File: src/hw/rtl/ascon128_aead_engine_macros.svh
// assertion macros used by the ascon engine rtl
// no dependencies
`ifndef ASCON128_AEAD_ENGINE_MACROS_SVH
`define ASCON128_AEAD_ENGINE_MACROS_SVH

// implication checked on every clock edge outside reset
`define ASC_ASSERT_IMPL(label, clk, rst_n, ante, cons, msg) \
    label: assert property (@(posedge clk) disable iff (!rst_n) (ante) |-> (cons)) \
        else $error(msg);

// next-cycle implication
`define ASC_ASSERT_NEXT(label, clk, rst_n, ante, cons, msg) \
    label: assert property (@(posedge clk) disable iff (!rst_n) (ante) |=> (cons)) \
        else $error(msg);

`endif

File: src/hw/rtl/asc_pkg.sv
// shared types, constants and the round function for the ascon engine
// no dependencies
`default_nettype none

package asc_pkg;

    localparam logic [63:0] ASC_IV  = 64'h80400c0600000000;
    localparam logic [63:0] PAD_TOP = 64'h8000000000000000;
    localparam int unsigned QUEUE_DEPTH = 2;

    typedef enum logic [1:0] {
        CMD_START = 2'd0,
        CMD_AD    = 2'd1,
        CMD_TEXT  = 2'd2,
        CMD_FINAL = 2'd3
    } cmd_t;

    typedef enum logic [1:0] {
        REG_KEY_HIGH = 2'd0,
        REG_KEY_LOW  = 2'd1,
        REG_DECRYPT  = 2'd2
    } reg_idx_t;

    typedef enum logic [2:0] {
        ST_IDLE,
        ST_INIT,
        ST_BLOCK,
        ST_PADRUN,
        ST_FINAL,
        ST_EMIT
    } eng_state_t;

    // classified item passed from front to back
    typedef struct packed {
        cmd_t        cmd;
        logic [63:0] blk;
        logic [63:0] mask;
        logic [3:0]  count;
        logic        last;
        logic        full;
        logic [63:0] nonce_high;
        logic [63:0] nonce_low;
    } work_t;

    typedef logic [4:0][63:0] state_t;

    function automatic logic [63:0] rotr(input logic [63:0] x, input int unsigned n);
        rotr = (x >> n) | (x << (64 - n));
    endfunction

    function automatic state_t round_fn(input state_t si, input logic [3:0] r);
        logic [63:0] s0, s1, s2, s3, s4, t0, t1, t2, t3, t4;
        state_t so;
        s0 = si[0]; s1 = si[1]; s2 = si[2]; s3 = si[3]; s4 = si[4];
        s2 = s2 ^ {56'd0, 4'hf - r, r};
        s0 = s0 ^ s4; s4 = s4 ^ s3; s2 = s2 ^ s1;
        t0 = ~s0 & s1; t1 = ~s1 & s2; t2 = ~s2 & s3; t3 = ~s3 & s4; t4 = ~s4 & s0;
        s0 = s0 ^ t1; s1 = s1 ^ t2; s2 = s2 ^ t3; s3 = s3 ^ t4; s4 = s4 ^ t0;
        s1 = s1 ^ s0; s0 = s0 ^ s4; s3 = s3 ^ s2; s2 = ~s2;
        so[0] = s0 ^ rotr(s0, 19) ^ rotr(s0, 28);
        so[1] = s1 ^ rotr(s1, 61) ^ rotr(s1, 39);
        so[2] = s2 ^ rotr(s2, 1) ^ rotr(s2, 6);
        so[3] = s3 ^ rotr(s3, 10) ^ rotr(s3, 17);
        so[4] = s4 ^ rotr(s4, 7) ^ rotr(s4, 41);
        round_fn = so;
    endfunction

endpackage

`default_nettype wire

File: src/hw/rtl/asc_front.sv
// front end: accepts items, normalizes byte counts and queues them
// depends on asc_pkg
`default_nettype none

module asc_front (
    input  wire logic          clk,
    input  wire logic          rst_n,
    input  wire logic          push,
    output logic               full,
    input  wire logic [1:0]    command,
    input  wire logic [63:0]   block,
    input  wire logic [3:0]    byte_count,
    input  wire logic          last_block,
    input  wire logic [63:0]   nonce_high,
    input  wire logic [63:0]   nonce_low,
    output logic               work_valid,
    output asc_pkg::work_t     work,
    input  wire logic          work_take
);
    import asc_pkg::*;

    logic [QUEUE_DEPTH-1:0][$bits(work_t)-1:0] q_mem;
    logic [$clog2(QUEUE_DEPTH)-1:0] wr_ptr_reg, wr_ptr_next, rd_ptr_reg, rd_ptr_next;
    logic [$clog2(QUEUE_DEPTH+1)-1:0] cnt_reg, cnt_next;
    logic [3:0] n;
    work_t item;
    logic do_push, do_pop;

    always_comb
    begin
        n = (byte_count > 4'd8) ? 4'd8 : byte_count;
        if (!last_block)
            n = 4'd8;
        item.cmd = cmd_t'(command);
        item.blk = block;
        item.count = n;
        item.mask = (n == 4'd0) ? 64'd0 : ~(64'hffffffffffffffff >> {n[3:0], 3'b000});
        item.last = last_block;
        item.full = (n == 4'd8);
        item.nonce_high = nonce_high;
        item.nonce_low = nonce_low;
    end

    assign full = (cnt_reg == ($clog2(QUEUE_DEPTH+1))'(QUEUE_DEPTH));
    assign do_push = push && !full;
    assign work_valid = (cnt_reg != '0);
    assign do_pop = work_take && work_valid;
    assign work = work_t'(q_mem[rd_ptr_reg]);

    always_comb
    begin
        wr_ptr_next = do_push ? wr_ptr_reg + 1'b1 : wr_ptr_reg;
        rd_ptr_next = do_pop ? rd_ptr_reg + 1'b1 : rd_ptr_reg;
        cnt_next = cnt_reg + (do_push ? 1'b1 : 1'b0) - (do_pop ? 1'b1 : 1'b0);
    end

    always_ff @(posedge clk)
    begin
        if (do_push)
            q_mem[wr_ptr_reg] <= item;
    end

    always_ff @(posedge clk or negedge rst_n)
    begin
        if (!rst_n)
        begin
            wr_ptr_reg <= '0;
            rd_ptr_reg <= '0;
            cnt_reg <= '0;
        end
        else
        begin
            wr_ptr_reg <= wr_ptr_next;
            rd_ptr_reg <= rd_ptr_next;
            cnt_reg <= cnt_next;
        end
    end
endmodule

`default_nettype wire

File: src/hw/rtl/asc_core.sv
// back end: state register, round unit sequencer and result register
// depends on asc_pkg and the macros header
`default_nettype none
`include "ascon128_aead_engine_macros.svh"

module asc_core (
    input  wire logic          clk,
    input  wire logic          rst_n,
    input  wire logic          work_valid,
    input  asc_pkg::work_t     work,
    output logic               work_take,
    input  wire logic [63:0]   key_high,
    input  wire logic [63:0]   key_low,
    input  wire logic          dec_select,
    output logic               empty,
    input  wire logic          pop,
    output logic               is_tag,
    output logic [63:0]        text_out,
    output logic [3:0]         valid_bytes,
    output logic [63:0]        tag_high,
    output logic [63:0]        tag_low
);
    import asc_pkg::*;

    eng_state_t st_reg, st_next;
    state_t s_reg, s_next;
    logic [3:0] rnd_reg, rnd_next;
    logic closed_reg, closed_next;
    work_t cur_reg, cur_next;
    logic res_valid_reg, res_valid_next;
    logic res_tag_reg, res_tag_next;
    logic [63:0] res_text_reg, res_text_next;
    logic [3:0] res_cnt_reg, res_cnt_next;
    logic [63:0] res_th_reg, res_th_next, res_tl_reg, res_tl_next;
    state_t rnd_out;
    logic [63:0] blkm, ad_pad;
    logic take;

    assign rnd_out = round_fn(s_reg, rnd_reg);
    assign blkm = work.blk & work.mask;
    assign ad_pad = work.full ? 64'd0 : (PAD_TOP >> {work.count, 3'b000});
    assign take = work_valid && (st_reg == ST_IDLE) && !(res_valid_reg && !pop);
    assign work_take = take;

    always_comb
    begin
        st_next = st_reg;
        case (st_reg)
            ST_IDLE:
            begin
                if (take)
                begin
                    case (work.cmd)
                        CMD_START: st_next = ST_INIT;
                        CMD_AD:    st_next = closed_reg ? ST_IDLE : ST_BLOCK;
                        CMD_TEXT:  st_next = (!work.last || work.full) ? ST_BLOCK : ST_EMIT;
                        CMD_FINAL: st_next = ST_FINAL;
                        default:   st_next = ST_IDLE;
                    endcase
                end
            end
            ST_INIT, ST_FINAL:
                if (rnd_reg == 4'd11) st_next = (st_reg == ST_FINAL) ? ST_EMIT : ST_IDLE;
            ST_BLOCK:
            begin
                if (rnd_reg == 4'd11)
                begin
                    if (cur_reg.cmd == CMD_AD && cur_reg.last && cur_reg.full)
                        st_next = ST_PADRUN;
                    else if (cur_reg.cmd == CMD_TEXT)
                        st_next = ST_EMIT;
                    else
                        st_next = ST_IDLE;
                end
            end
            ST_PADRUN:
                if (rnd_reg == 4'd11) st_next = ST_IDLE;
            ST_EMIT:
                st_next = ST_IDLE;
            default:
                st_next = ST_IDLE;
        endcase
    end

    always_comb
    begin
        s_next = s_reg;
        rnd_next = rnd_reg;
        closed_next = closed_reg;
        cur_next = cur_reg;
        res_valid_next = res_valid_reg && !pop;
        res_tag_next = res_tag_reg;
        res_text_next = res_text_reg;
        res_cnt_next = res_cnt_reg;
        res_th_next = res_th_reg;
        res_tl_next = res_tl_reg;
        case (st_reg)
            ST_IDLE:
            begin
                if (take)
                begin
                    cur_next = work;
                    case (work.cmd)
                        CMD_START:
                        begin
                            s_next[0] = ASC_IV;
                            s_next[1] = key_high;
                            s_next[2] = key_low;
                            s_next[3] = work.nonce_high;
                            s_next[4] = work.nonce_low;
                            rnd_next = 4'd0;
                            closed_next = 1'b0;
                        end
                        CMD_AD:
                        begin
                            if (!closed_reg)
                            begin
                                s_next[0] = s_reg[0] ^ blkm ^ ad_pad;
                                rnd_next = 4'd6;
                            end
                        end
                        CMD_TEXT:
                        begin
                            if (!closed_reg)
                                s_next[4] = s_reg[4] ^ 64'd1;
                            closed_next = 1'b1;
                            if (dec_select)
                            begin
                                res_text_next = (s_reg[0] ^ blkm) & work.mask;
                                s_next[0] = blkm | (s_reg[0] & ~work.mask);
                            end
                            else
                            begin
                                s_next[0] = s_reg[0] ^ blkm;
                                res_text_next = (s_reg[0] ^ blkm) & work.mask;
                            end
                            // short last block: pad now, no rounds
                            if (work.last && !work.full)
                                s_next[0] = s_next[0] ^ ad_pad;
                            res_cnt_next = work.count;
                            res_tag_next = 1'b0;
                            res_th_next = 64'd0;
                            res_tl_next = 64'd0;
                            rnd_next = 4'd6;
                        end
                        CMD_FINAL:
                        begin
                            if (!closed_reg)
                                s_next[4] = s_reg[4] ^ 64'd1;
                            closed_next = 1'b1;
                            s_next[1] = s_reg[1] ^ key_high;
                            s_next[2] = s_reg[2] ^ key_low;
                            rnd_next = 4'd0;
                        end
                        default: ;
                    endcase
                end
            end
            ST_INIT, ST_FINAL, ST_BLOCK, ST_PADRUN:
            begin
                s_next = rnd_out;
                rnd_next = rnd_reg + 4'd1;
                if (rnd_reg == 4'd11)
                begin
                    case (st_reg)
                        ST_INIT:
                        begin
                            s_next[3] = rnd_out[3] ^ key_high;
                            s_next[4] = rnd_out[4] ^ key_low;
                        end
                        ST_FINAL:
                        begin
                            res_tag_next = 1'b1;
                            res_text_next = 64'd0;
                            res_cnt_next = 4'd0;
                            res_th_next = rnd_out[3] ^ key_high;
                            res_tl_next = rnd_out[4] ^ key_low;
                        end
                        ST_BLOCK:
                        begin
                            if (cur_reg.cmd == CMD_AD && cur_reg.last)
                            begin
                                if (cur_reg.full)
                                begin
                                    s_next[0] = rnd_out[0] ^ PAD_TOP;
                                    rnd_next = 4'd6;
                                end
                                else
                                begin
                                    s_next[4] = rnd_out[4] ^ 64'd1;
                                    closed_next = 1'b1;
                                end
                            end
                            else if (cur_reg.cmd == CMD_TEXT && cur_reg.last)
                                s_next[0] = rnd_out[0] ^ PAD_TOP;
                        end
                        ST_PADRUN:
                        begin
                            s_next[4] = rnd_out[4] ^ 64'd1;
                            closed_next = 1'b1;
                        end
                        default: ;
                    endcase
                end
            end
            ST_EMIT:
                res_valid_next = 1'b1;
            default: ;
        endcase
    end

    always_ff @(posedge clk)
    begin
        cur_reg <= cur_next;
        res_tag_reg <= res_tag_next;
        res_text_reg <= res_text_next;
        res_cnt_reg <= res_cnt_next;
        res_th_reg <= res_th_next;
        res_tl_reg <= res_tl_next;
        rnd_reg <= rnd_next;
    end

    always_ff @(posedge clk or negedge rst_n)
    begin
        if (!rst_n)
        begin
            st_reg <= ST_IDLE;
            s_reg <= '0;
            closed_reg <= 1'b0;
            res_valid_reg <= 1'b0;
        end
        else
        begin
            st_reg <= st_next;
            s_reg <= s_next;
            closed_reg <= closed_next;
            res_valid_reg <= res_valid_next;
        end
    end

    assign empty = !res_valid_reg;
    assign is_tag = res_tag_reg;
    assign text_out = res_text_reg;
    assign valid_bytes = res_cnt_reg;
    assign tag_high = res_th_reg;
    assign tag_low = res_tl_reg;

    `ASC_ASSERT_IMPL(a_take_idle, clk, rst_n, work_take, st_reg == ST_IDLE, "take while busy")
    `ASC_ASSERT_IMPL(a_emit_free, clk, rst_n, st_reg == ST_EMIT, !res_valid_reg || pop, "emit over result")
    `ASC_ASSERT_NEXT(a_emit_valid, clk, rst_n, st_reg == ST_EMIT, res_valid_reg, "result lost")
endmodule

`default_nettype wire

File: src/hw/rtl/ascon128_aead_engine.sv
// ascon-128 aead engine: the back end takes start/ad/text/finalize items from the queue head
// start 12 rounds, ad block 6 rounds (12 with a pad block), text 6 rounds then the emit state
// a short last text block skips the rounds and goes to emit; finalize 12 rounds then the emit state
// one shared round unit, one round a cycle; a two-entry queue decouples input from it
// output is a one-beat register; a waiting result holds off the next queued item
// reset clears control, the result flag, the phase flag and the state words
`default_nettype none

module ascon128_aead_engine (
    input  wire logic          clk,
    input  wire logic          rst_n,
    input  wire logic          push,
    output logic               full,
    input  wire logic [1:0]    command,
    input  wire logic [63:0]   block,
    input  wire logic [3:0]    byte_count,
    input  wire logic          last_block,
    input  wire logic [63:0]   nonce_high,
    input  wire logic [63:0]   nonce_low,
    output logic               empty,
    input  wire logic          pop,
    output logic               is_tag,
    output logic [63:0]        text_out,
    output logic [3:0]         valid_bytes,
    output logic [63:0]        tag_high,
    output logic [63:0]        tag_low,
    input  wire logic          cfg_we,
    input  wire logic [1:0]    cfg_index,
    input  wire logic [63:0]   cfg_data
);
    import asc_pkg::*;

    logic [63:0] key_high_reg, key_low_reg;
    logic decrypt_reg;
    logic work_valid, work_take;
    work_t work;

    always_ff @(posedge clk or negedge rst_n)
    begin
        if (!rst_n)
        begin
            key_high_reg <= 64'd0;
            key_low_reg <= 64'd0;
            decrypt_reg <= 1'b0;
        end
        else if (cfg_we)
        begin
            case (reg_idx_t'(cfg_index))
                REG_KEY_HIGH: key_high_reg <= cfg_data;
                REG_KEY_LOW:  key_low_reg <= cfg_data;
                REG_DECRYPT:  decrypt_reg <= cfg_data[0];
                default: ;
            endcase
        end
    end

    asc_front u_front (
        .clk(clk), .rst_n(rst_n), .push(push), .full(full),
        .command(command), .block(block), .byte_count(byte_count),
        .last_block(last_block), .nonce_high(nonce_high), .nonce_low(nonce_low),
        .work_valid(work_valid), .work(work), .work_take(work_take)
    );

    asc_core u_core (
        .clk(clk), .rst_n(rst_n), .work_valid(work_valid), .work(work),
        .work_take(work_take), .key_high(key_high_reg), .key_low(key_low_reg),
        .dec_select(decrypt_reg), .empty(empty), .pop(pop), .is_tag(is_tag),
        .text_out(text_out), .valid_bytes(valid_bytes), .tag_high(tag_high),
        .tag_low(tag_low)
    );
endmodule

`default_nettype wire
File: config.mk
export PLATFORM = sky130hd
export DESIGN_NAME = ascon128_aead_engine
export DESIGN_NICKNAME = d
export VERILOG_FILES = /design/src/hw/rtl/asc_pkg.sv /design/src/hw/rtl/asc_front.sv /design/src/hw/rtl/asc_core.sv /design/src/hw/rtl/ascon128_aead_engine.sv
export VERILOG_INCLUDE_DIRS = /design/src /design/src/hw/rtl
export SDC_FILE = /design/constraint.sdc
export NUM_CORES = 2
export LEC_CHECK = 0
export CAP_MARGIN = 20
export CORE_MARGIN = 8
export CORE_UTILIZATION = 55
export DETAILED_ROUTE_END_ITERATION = 6
export DONT_BUFFER_PORTS = 1
export HOLD_SLACK_MARGIN = 0.15
export PLACE_DENSITY_LB_ADDON = 0.2
export SLEW_MARGIN = 10
export SYNTH_ARGS = -nofsm -noshare
export SYNTH_HDL_FRONTEND = slang
export SYNTH_SLANG_ARGS = --single-unit
File: constraint.sdc
create_clock -name clk -period 19.5 [get_ports clk]
set_clock_uncertainty 0.1 [all_clocks]
set_input_delay 2.925 -clock clk [delete_from_list [all_inputs] [get_ports clk]]
set_output_delay 2.925 -clock clk [all_outputs]
set_load 0.005 [all_outputs]
==> results.ini <==
[layout]
fin_cells=7329
fin_util=0.602
stdcell_area_um2=67600
layout-drive-gt1-share=0.0854
largest_reg_flops=416
fillCellCount=9261
syn2layout_area_growth_pct=8.78
nets=6121

[critical_path]
required_ps=19970
startpoint=pop
cp-start-kind=input port
arrival_ps=6120
cp-end-kind=flop
crit_fanout=57
timing.rr.start=u_front.rd_ptr_reg
critPathKind=input port to flop

[clock_network]
cts.sinks=1079
htreeDepth=3
cts_inserted_buffers=114
post_cts_buffers=0
cts.clk_slew.worst_paths_ps=60
cts_repair_resize_count=0
clock_latency_ps=750
cts.path.max_buffers=3
cts-root-buf=clkbuf_16
cts_tree=yes
cts_hold_buf=0

[global_route]
grt_pass1_wl_mm=314
grtUsageTotal=0.345
grt_start_max_net_pins=459
antenna_found_initial=10
grt.overflow.total=0
grt_pass1_vias=42600

[routing]
via_count=45300
drt_iter0_drc=5313
routed_via_density=6.19
wl_mm=222
drcViolationCount=0
drtAntennaViolNets=0
first_pass_iters=6
wire_per_inst_um=30.3

[yosys]
ys_warn_count=0
ys_seq_area_frac=0.485
syn_area_per_cell_um2=10.7
synth_area_um2=62100
yosysUniqueCellTypes=63
synthTopCellsByArea=edfxtp_1 30%, dfrtp_1 18%, xnor2_1 12%, xor2_1 8.3%, a21oi_1 4.2%
async_reset_ff_frac=0.424
synth_top_area_frac=0.300
yosysTopAreaCell=edfxtp_1
synth-edff-count=621
syn-num-nets=6221
yosys_register_bits=1079
ys.flop_type=edfxtp_1
syn_inst=5815

[place]
dp_hpwl_mm=170
dp.cells=7095
gp_congestion=1.03
place.port_buffers=0
place_area_um2=63700

[sta]
max_freq_ghz=0.177
finalSetupTns_ps=0
min_period_over_period=0.290
timing.slew.headroom=-0.387
finalCriticalPeriod_ps=5660
maxSlewViolCount=171
hold_viol=0
grt_setup_unrepaired=false
max_slew.worst_pin.slew_ps=2080
finalSetupViolations=0

[die]
die_area_um2=124000
core_area_um2=112000
rows=123
die_h_um=352
initial_utilization=0.553
die_x_um=352
num_io_pins=469

[hold_path]
hp-class=flop to flop
hp-start=u_front.cnt_reg[1]

[run_status]
status=complete, but fails checks
violations=slew limit

[flow_run]
drv_cap=0

-- final timing paths --
check | to | slack [ps] | cells after the start
min in group asynchronous | key_high_reg[56] | 1850 | 0
max in group asynchronous | u_front.rd_ptr_reg | 15600 | 0
min reg2reg | u_front.cnt_reg[1] | 400 | 1
max reg2reg | u_core.s_reg[116] | 14450 | 11
max | u_core.s_reg[116] | 13840 | 10
min | u_front.cnt_reg[1] | 400 | 1
-- synthesized netlist by cell type (15+ instances only) --
| cell type | instances |
|---|---|
| o211ai_1 | 19 |
| o21ai_1 | 15 |
| edfxtp_1 | 621 |
| ha_1 | 136 |
| nand3_1 | 55 |
| xnor2_1 | 879 |
| o21ai_0 | 305 |
| a22oi_1 | 28 |
| nor3_1 | 142 |
| o22a_1 | 16 |
| a31oi_1 | 50 |
| a211o_1 | 17 |
| o221ai_1 | 35 |
| inv_1 | 158 |
| nor2_1 | 379 |
| nor3b_1 | 48 |
| nand2_1 | 365 |
| clkbuf_1 | 246 |
| a21oi_1 | 522 |
| o22ai_1 | 120 |
| mux2_2 | 132 |
| dfrtp_1 | 458 |
| buf_2 | 58 |
| mux2i_1 | 236 |
| xor2_1 | 589 |
| buf_1 | 20 |
| a31o_2 | 42 |
-- final cells by class --
type,count,area [um^2],area share
clock inverter,74,812,0.0120
tap,1500,1880,0.0278
multi-input combinational,4248,30200,0.447
inverter,158,601,0.00889
timing repair buffer,114,868,0.0128
clock buffer,144,3060,0.0452
antenna,12,30.0,0.000444
sequential,1079,30100,0.446
-- per-layer routing --
layer  up-vias  share of wire  GRT usage
li1      20100              -          -
met1     22500           0.40      0.464
met2      2354           0.44      0.519
met3       394           0.11     0.0957
met4         6          0.053      0.154
met5         -        0.00041    0.00392
-- cell families after synthesis --
| kind of cell | count (synthesis) | share of synthesized area |
|---|---|---|
| XOR/XNOR | 1470 | 0.208 |
| AO/OA/AOI/OAI | 1218 | 0.113 |
| flip-flops | 1079 | 0.485 |
| AND/OR/NAND/NOR | 1047 | 0.0730 |
| buffers and inverters | 488 | 0.0311 |
| multiplexers | 368 | 0.0619 |
| adder cells (fa/ha/maj) | 145 | 0.0288 |
-- worst max-delay path, stage by stage --
cell and delay, ps:
nor2b_1 100, nor3_4 620, o21ai_4 60, buf_4 340, nor2_4 150, buf_4 660
buf_4 710, a31oi_1 190, o22ai_1 170, a21oi_1 60
-- layout by cell type, fill, tap and decap left out, types with 119 or more instances in the layout --
cell / Yosys / layout
o21ai_0: 305 / 305
nand2_1: 365 / 364
mux2_2: 132 / 132
a21oi_1: 522 / 521
edfxtp_1: 621 / 621
inv_1: 158 / 157
nor2_1: 379 / 376
nor3_1: 142 / 141
dfrtp_1: 458 / 457
o22ai_1: 120 / 119
xor2_1: 589 / 589
ha_1: 136 / 136
xnor2_1: 879 / 877
mux2i_1: 236 / 236
-- metrics by stage --
| step | setup slack [ps] | hold WS, ps |
|---|---|---|
| floorplan | 1830 | 360 |
| global placement | 13390 | 386 |
| detailed placement | 13290 | 393 |
| CTS | 14040 | 401 |
| global route | 13760 | 432 |
| finish | 13840 | 400 |
Power is left out: the tool's default activity adds up to more than one toggle a clock period on the data nets, which glitch-free logic cannot reach.
